### src/rtl/pcs_pkg.sv
package pcs_pkg;

	// Widths of the input fields and of the internal arithmetic.
	localparam int unsigned PARENT_W = 20;
	localparam int unsigned PRIOR_W  = 16;
	localparam int unsigned VISITS_W = 20;
	localparam int unsigned TOTAL_W  = 29;
	localparam int unsigned LOSS_W   = 16;
	localparam int unsigned WEIGHT_W = 16;
	localparam int unsigned INDEX_W  = 8;
	localparam int unsigned ROOT_W   = 10;
	localparam int unsigned COMMON_W = WEIGHT_W + ROOT_W;
	localparam int unsigned SCORE_W  = 48;

	// Exploration numerator prior * explore_common, 42 bits.
	localparam int unsigned EXPN_W   = PRIOR_W + COMMON_W;
	// Exploration divisor (1 + visits) << 12, 33 bits.
	localparam int unsigned EXPD_W   = VISITS_W + 1 + 12;
	// Action magnitude |total + loss << 8| << 8, at most 38 bits.
	localparam int unsigned ACTN_W   = 38;

	localparam logic [WEIGHT_W-1:0] WEIGHT_RESET = 16'd4096;
	localparam logic signed [SCORE_W-1:0] SCORE_MIN = {1'b1, {(SCORE_W-1){1'b0}}};

endpackage

### src/rtl/puct_best_child_select.sv
// PUCT best-child selector. Children of one node stream in, one beat each;
// the beat with final_edge high closes the run and yields one result beat
// holding the position of the highest score (first of equals wins) and an
// overflow flag for runs longer than MAX_CHILDREN. The arithmetic is done
// bit-serially: the first beat of a run runs a restoring square root and
// then the weight multiply, then every child runs the prior multiply and
// two restoring dividers that share one step counter and produce both
// quotients in parallel, one quotient bit per cycle per quotient. A new
// beat is taken only when the last one is done; beats past MAX_CHILDREN
// skip the arithmetic. The result waits in an output register while the
// next run is taken in.
module puct_best_child_select #(
	parameter int unsigned MAX_CHILDREN = 256
) (
	input  logic                           clk,
	input  logic                           arst_n,
	input  logic                           cfg_valid,
	output logic                           cfg_ready,
	input  logic [pcs_pkg::WEIGHT_W-1:0]   cfg_data,
	input  logic                           in_valid,
	output logic                           in_ready,
	input  logic [pcs_pkg::PARENT_W-1:0]   parent_visits,
	input  logic [pcs_pkg::PRIOR_W-1:0]    prior,
	input  logic [pcs_pkg::VISITS_W-1:0]   edge_visits,
	input  logic signed [pcs_pkg::TOTAL_W-1:0] value_total,
	input  logic [pcs_pkg::LOSS_W-1:0]     pending_loss,
	input  logic                           final_edge,
	output logic                           out_valid,
	input  logic                           out_ready,
	output logic [pcs_pkg::INDEX_W-1:0]    chosen_index,
	output logic                           overflowed
);
	import pcs_pkg::*;

	localparam int unsigned CNT_W = $clog2(MAX_CHILDREN + 1);

	typedef enum logic [2:0] {
		ST_IDLE, ST_SQRT, ST_WMUL, ST_PMUL, ST_DIV, ST_CMP, ST_DONE
	} state_t;

	state_t state_q;
	logic [5:0] step_q;

	// Latched beat.
	logic [PARENT_W-1:0] rad_q;
	logic [PRIOR_W-1:0] prior_q;
	logic [VISITS_W-1:0] visits_q;
	logic act_neg_q;
	logic last_q;

	// Run state.
	logic [WEIGHT_W-1:0] weight_q;
	logic [COMMON_W-1:0] common_q;
	logic signed [SCORE_W-1:0] best_q;
	logic [INDEX_W-1:0] best_pos_q;
	logic [CNT_W-1:0] count_q;
	logic run_q;
	logic ovf_q;

	// Square-root datapath.
	logic [ROOT_W-1:0] root_q;
	logic [ROOT_W+2:0] rem_q;

	// Serial multiplier: shift-add, one multiplier bit per cycle.
	logic [EXPN_W-1:0] acc_q;
	logic [EXPN_W-1:0] mcand_q;
	logic [PRIOR_W-1:0] mplier_q;

	// Two restoring dividers sharing one step counter.
	logic [EXPN_W-1:0] en_q;
	logic [EXPD_W:0] er_q;
	logic [ACTN_W-1:0] an_q;
	logic [VISITS_W:0] ar_q;
	logic [EXPD_W-1:0] ed_q;

	// Output register.
	logic out_valid_q;
	logic [INDEX_W-1:0] out_idx_q;
	logic out_ovf_q;

	logic overflow_item;
	logic signed [TOTAL_W+1:0] act_sum;
	logic [TOTAL_W:0] act_mag;
	logic [ROOT_W+2:0] sq_trial;
	logic [ROOT_W+2:0] sq_next;
	logic [EXPD_W:0] er_shift;
	logic [VISITS_W:0] ar_shift;
	logic signed [SCORE_W-1:0] score;
	logic signed [SCORE_W-1:0] explore_s;
	logic signed [SCORE_W-1:0] action_s;

	assign cfg_ready = (state_q == ST_IDLE);
	assign in_ready  = (state_q == ST_IDLE);
	assign out_valid = out_valid_q;
	assign chosen_index = out_idx_q;
	assign overflowed = out_ovf_q;

	assign overflow_item = run_q && (count_q >= CNT_W'(MAX_CHILDREN));

	// Signed action sum and its magnitude.
	assign act_sum = (TOTAL_W+2)'(value_total) +
		(TOTAL_W+2)'({pending_loss, 8'd0});
	assign act_mag = act_sum[TOTAL_W+1] ? (TOTAL_W+1)'(0) - act_sum[TOTAL_W:0]
		: act_sum[TOTAL_W:0];

	// Square root step: bring in two radicand bits, try 4*root+1.
	assign sq_next  = {rem_q[ROOT_W:0], rad_q[PARENT_W-1 -: 2]};
	assign sq_trial = {1'b0, root_q, 2'b01};

	// Divider shifts.
	assign er_shift = {er_q[EXPD_W-1:0], en_q[EXPN_W-1]};
	assign ar_shift = {ar_q[VISITS_W-1:0], an_q[ACTN_W-1]};

	// Score from the two quotients.
	assign explore_s = SCORE_W'(en_q);
	assign action_s  = (visits_q == '0) ? '0 :
		(act_neg_q ? SCORE_W'(an_q) : -SCORE_W'(an_q));
	assign score = explore_s + action_s;

	// Sequencer with its datapath and registered outputs.
	always_ff @(posedge clk or negedge arst_n) begin
		if (!arst_n) begin
			state_q <= ST_IDLE;
			step_q <= '0;
			weight_q <= WEIGHT_RESET;
			common_q <= '0;
			best_q <= SCORE_MIN;
			best_pos_q <= '0;
			count_q <= '0;
			run_q <= 1'b0;
			ovf_q <= 1'b0;
			out_valid_q <= 1'b0;
			out_idx_q <= '0;
			out_ovf_q <= 1'b0;
		end else begin
			if (out_valid_q && out_ready)
				out_valid_q <= 1'b0;
			if (cfg_valid && cfg_ready)
				weight_q <= cfg_data;
			unique case (state_q)
				ST_IDLE: begin
					if (in_valid) begin
						rad_q <= parent_visits;
						prior_q <= prior;
						visits_q <= edge_visits;
						last_q <= final_edge;
						act_neg_q <= act_sum[TOTAL_W+1];
						an_q <= ACTN_W'({act_mag, 8'd0});
						root_q <= '0;
						rem_q <= '0;
						step_q <= '0;
						if (!run_q) begin
							best_q <= SCORE_MIN;
							best_pos_q <= '0;
							count_q <= '0;
							ovf_q <= 1'b0;
							run_q <= 1'b1;
							state_q <= ST_SQRT;
						end else if (overflow_item) begin
							ovf_q <= 1'b1;
							state_q <= ST_CMP;
						end else begin
							state_q <= ST_PMUL;
							acc_q <= '0;
							mcand_q <= EXPN_W'(common_q);
							mplier_q <= prior;
						end
					end
				end
				ST_SQRT: begin
					rad_q <= {rad_q[PARENT_W-3:0], 2'b00};
					if (sq_next >= sq_trial) begin
						rem_q <= sq_next - sq_trial;
						root_q <= {root_q[ROOT_W-2:0], 1'b1};
					end else begin
						rem_q <= sq_next;
						root_q <= {root_q[ROOT_W-2:0], 1'b0};
					end
					step_q <= step_q + 6'd1;
					if (step_q == 6'(ROOT_W - 1)) begin
						state_q <= ST_WMUL;
						step_q <= '0;
						acc_q <= '0;
						mplier_q <= weight_q;
					end
				end
				ST_WMUL: begin
					// weight times root, one weight bit per cycle.
					if (step_q == '0)
						mcand_q <= EXPN_W'(root_q);
					else begin
						if (mplier_q[0])
							acc_q <= acc_q + mcand_q;
						mcand_q <= {mcand_q[EXPN_W-2:0], 1'b0};
						mplier_q <= mplier_q >> 1;
					end
					step_q <= step_q + 6'd1;
					if (step_q == 6'(WEIGHT_W)) begin
						common_q <= COMMON_W'(acc_q + (mplier_q[0] ? mcand_q : '0));
						state_q <= ST_PMUL;
						step_q <= '0;
						acc_q <= '0;
						mcand_q <= EXPN_W'(COMMON_W'(acc_q +
							(mplier_q[0] ? mcand_q : '0)));
						mplier_q <= prior_q;
					end
				end
				ST_PMUL: begin
					if (mplier_q[0])
						acc_q <= acc_q + mcand_q;
					mcand_q <= {mcand_q[EXPN_W-2:0], 1'b0};
					mplier_q <= mplier_q >> 1;
					step_q <= step_q + 6'd1;
					if (step_q == 6'(PRIOR_W - 1)) begin
						en_q <= acc_q + (mplier_q[0] ? mcand_q : '0);
						er_q <= '0;
						ar_q <= '0;
						ed_q <= {EXPD_W'(visits_q) + EXPD_W'(1)} << 12;
						step_q <= '0;
						state_q <= ST_DIV;
					end
				end
				ST_DIV: begin
					// Exploration quotient on every step.
					if (er_shift >= {1'b0, ed_q}) begin
						er_q <= er_shift - {1'b0, ed_q};
						en_q <= {en_q[EXPN_W-2:0], 1'b1};
					end else begin
						er_q <= er_shift;
						en_q <= {en_q[EXPN_W-2:0], 1'b0};
					end
					// Action quotient only on its last steps, from step EXPN_W - ACTN_W on.
					if (step_q >= 6'(EXPN_W - ACTN_W)) begin
						if (visits_q != '0 && ar_shift >= {1'b0, visits_q}) begin
							ar_q <= ar_shift - {1'b0, visits_q};
							an_q <= {an_q[ACTN_W-2:0], 1'b1};
						end else begin
							ar_q <= ar_shift;
							an_q <= {an_q[ACTN_W-2:0], 1'b0};
						end
					end
					step_q <= step_q + 6'd1;
					if (step_q == 6'(EXPN_W - 1))
						state_q <= ST_CMP;
				end
				ST_CMP: begin
					if (!overflow_item) begin
						if (score > best_q) begin
							best_q <= score;
							best_pos_q <= INDEX_W'(count_q);
						end
						count_q <= count_q + CNT_W'(1);
					end
					state_q <= last_q ? ST_DONE : ST_IDLE;
				end
				ST_DONE: begin
					if (!out_valid_q || out_ready) begin
						out_valid_q <= 1'b1;
						out_idx_q <= best_pos_q;
						out_ovf_q <= ovf_q;
						run_q <= 1'b0;
						state_q <= ST_IDLE;
					end
				end
				default: state_q <= ST_IDLE;
			endcase
		end
	end

	// A result never appears while a child is being scored.
	assert property (@(posedge clk) disable iff (!arst_n)
		$rose(out_valid_q) |-> $past(state_q == ST_DONE))
		else $error("result raised outside the closing step");

	// The child count never passes the limit.
	assert property (@(posedge clk) disable iff (!arst_n)
		count_q <= CNT_W'(MAX_CHILDREN))
		else $error("child count beyond limit");

	// A pending result is not overwritten before it is taken.
	assert property (@(posedge clk) disable iff (!arst_n)
		out_valid_q && !out_ready |=> out_valid_q && $stable(out_idx_q))
		else $error("pending result lost");

endmodule
### config.mk
export PLATFORM = sky130hd
export DESIGN_NAME = puct_best_child_select
export DESIGN_NICKNAME = d
export VERILOG_FILES = /design/src/rtl/pcs_pkg.sv /design/src/rtl/puct_best_child_select.sv
export SDC_FILE = /design/constraint.sdc
export NUM_CORES = 1
export LEC_CHECK = 0
export BUFFER_PORTS_ARGS = -buffer_cell sky130_fd_sc_hd__buf_4
export CORE_MARGIN = 8
export CORE_UTILIZATION = 40
export CTS_CLUSTER_SIZE = 12
export DETAILED_ROUTE_END_ITERATION = 10
export SLEW_MARGIN = 25
export SYNTH_ARGS = -nofsm -noshare
export SYNTH_HDL_FRONTEND = slang
export SYNTH_SLANG_ARGS = --single-unit
### constraint.sdc
create_clock -name clk -period 9 [get_ports clk]
set_clock_uncertainty 0.05 [all_clocks]
set_input_delay 0.9 -clock clk [delete_from_list [all_inputs] [get_ports clk]]
set_output_delay 0.9 -clock clk [all_outputs]
set_load 0.1 [all_outputs]
==> reports/metrics.yaml <==
fp.dieArea_mm2: 0.0909
worstPathMaxFanout: 33
layout_common_cells: "nand2_1, edfxtp_1, nor2_1, ha_1, a21oi_1"
cp.arrival_ns: 8.22
cts_tree: "yes"
sw_frac_of_total: 0.419
rsz0062_at_grt: "no"
wl_per_cell_um: 18.5
grt_max_degree: 75
crit_path_frequent_cell: "a21oi_1"
die_x_um: 302
grtUsageTotal: 0.186
synth_cells: 3523
ir_worst_vdd_v: 0.000211
rows: 104
drtIter0Drc: 1658
fin_crit_ns: 7.82
combPwrFrac: 0.495
ant_nets: 0
ys_ff_latch: 461
cts_buffers: 54
fmax_mhz: 128
run_status: "complete, no violations"
routed_wl_um: 87300
hold_buffers: 0
power.density_mw_per_mm2: 306
post-route-util: 0.452
sequentialPowerShare: 0.304
max_cap_violations: 0
synth_fp_nets: 3901
drive_above_1_share: 0.103
hold_path.class: "primary input to asynchronous set/reset pin"
synthToLayoutAreaGrowth_pct: 11.9
synth_edf_count: 333
critical_path.endpoint_type: "flop"
grt_overflow: 0
cts.sinks: 461
cts_htree_levels: 2
cts_resized: 0
layout.nets: 3980
post-route-period-util: 0.869
clock_path_buffers: 3
place_congestion: 0.901
via_count: 26100
fp.dieH_um: 302
ys_warn_count: 0
clkLatencyLatePin_ns: 0.62
critPathMaxStageDelay_ns: 0.58
start_util: 0.404
syn_area_mm2: 0.0326
p_leak_uw: 0.0152
cts_setup_buffers: 0
viasPerCell: 5.54
final_area_mm2: 0.0365
syn_area_per_cell_um2: 9.26
antenna_found_initial: 5
drc: 0
coreArea_mm2: 0.0807
synth.distinct_cells: 114
drv_slew: 0
dp_cells: 4605
synth_top_flop_cell: "edfxtp_1"
worst_pin_slew_ns: 1.02
rr_worst_depth: 28
first_global_vias: 25200
grt_pass1_wl_um: 138000
intPower_uw: 6500
cts_root_buf: "clkbuf_16"
dp_hpwl_um: 65600
p_sw_uw: 4680
setup_viol: 0
p_clk_frac: 0.201
finalHoldViolCount: 0
dpl-instance-area_mm2: 0.0347
io_pins: 135
tns_ns: 0
critPathKind: "flop to flop"
async_reset_ff_frac: 0.278
stdcell_count: 4709
required_ns: 9.40
seq_area_frac_synth: 0.405
cts.clk_slew.worst_paths_ns: 0.06
final_common_cell: "nand2_1"
crit_path_start_kind: "flop"
port_buffers: 134
first_pass_iters: 7
crit_slowest_cell: "a21o_2"
relSlewSlack: 0.318
synth_stat cells (all sizes together) (79+ instances only):
master	number	area share
dfrtp	126	0.097
nor2	311	0.036
nand2	446	0.051
a21o	105	0.024
xnor2	147	0.040
o21ai	208	0.032
a21oi	244	0.038
edfxtp	333	0.31
xor2	79	0.021
nand3	89	0.014
clkbuf	109	0.013
inv	191	0.022
ha	249	0.096
worst paths after layout:
kind | from | end | slack [ns]
setup / recovery | an_q[2]$_SDFFCE_PN0P_ | best_q[26]$_DFFE_PN0P_ | 1.18
hold / removal | arst_n | best_q[18]$_DFFE_PN0P_ | 0.18
setup reg to reg | an_q[2]$_SDFFCE_PN0P_ | best_q[26]$_DFFE_PN0P_ | 1.18
hold reg to reg | common_q[5]$_DFFE_PN0P_ | common_q[5]$_DFFE_PN0P_ | 0.43
max in group asynchronous | arst_n | best_q[27]$_DFFE_PN0P_ | 7.54
min in group clk | edge_visits[10] | visits_q[10]$_DFFE_PP_ | 0.41
sequential cells by signal (all words and copies together), names as in the netlist, 20 cells and up:
register and cells:
visits_q 20, rad_q 20, best_q 48, ar_q 20, acc_q 42, ed_q 21
mcand_q 42, an_q 38, er_q 33, en_q 42, common_q 26
power groups by stage:
stage	Sequential (uW)	Clock, uW	Combinational, uW
floorplan	3330	0	4170
global route	3470	2380	6180
detailed placement	3440	0	5480
CTS	3400	2310	5510
finish	3400	2250	5530
global placement	3430	0	5450
layer usage:
layer / share of wire / wire [um] / track usage
met4: 0.025 / 2150 / 0.0471
met5: 0.00013 / 11 / 0
met1: 0.47 / 40800 / 0.260
met2: 0.45 / 39300 / 0.298
met3: 0.058 / 5030 / 0.0308
area by class of cell:
type / instances / area, um^2
well taps: 1060 / 1330
clock inverters: 28 / 292
flip-flops and latches: 461 / 13200
inverters: 192 / 721
fillers: 7948 / 44200
clock buffers: 74 / 1510
multi-input cells: 2724 / 18200
repair buffers: 169 / 1290
diodes: 1 / 2.50
kinds of logic after synthesis:
| logic type | synth area share |
|---|---|
| simple gates | 0.187 |
| compound gates | 0.183 |
| flops | 0.405 |
| buf+inv | 0.0416 |
| fa+ha+maj | 0.0992 |
| xor+xnor | 0.0612 |
| mux | 0.0235 |
critical path: cells and delay by family, from the launching register on:
kind | cells | cell delay (ns)
buffers and inverters | 1 | 0.38
flip-flops | 1 | 0.45
AO/OA/AOI/OAI | 9 | 2.11
XOR/XNOR | 2 | 0.28
multiplexers | 1 | 0.24
AND/OR/NAND/NOR | 13 | 3.43
adder cells (fa/ha/maj) | 2 | 0.71
per-stage QoR:
step / setup WS [ns] / total power, uW / hold WS, ns
6_report: 1.18 / 11200 / 0.179
5_1_grt: 0.535 / 12000 / 0.185
4_1_cts: 1.20 / 11200 / 0.167
3_5_place_dp: 1.22 / 8920 / 0.414
3_3_place_gp: 1.34 / 8880 / 0.408
2_1_floorplan: 2.26 / 7500 / 0.393
Note: power is estimated with default switching activity, not from simulation.
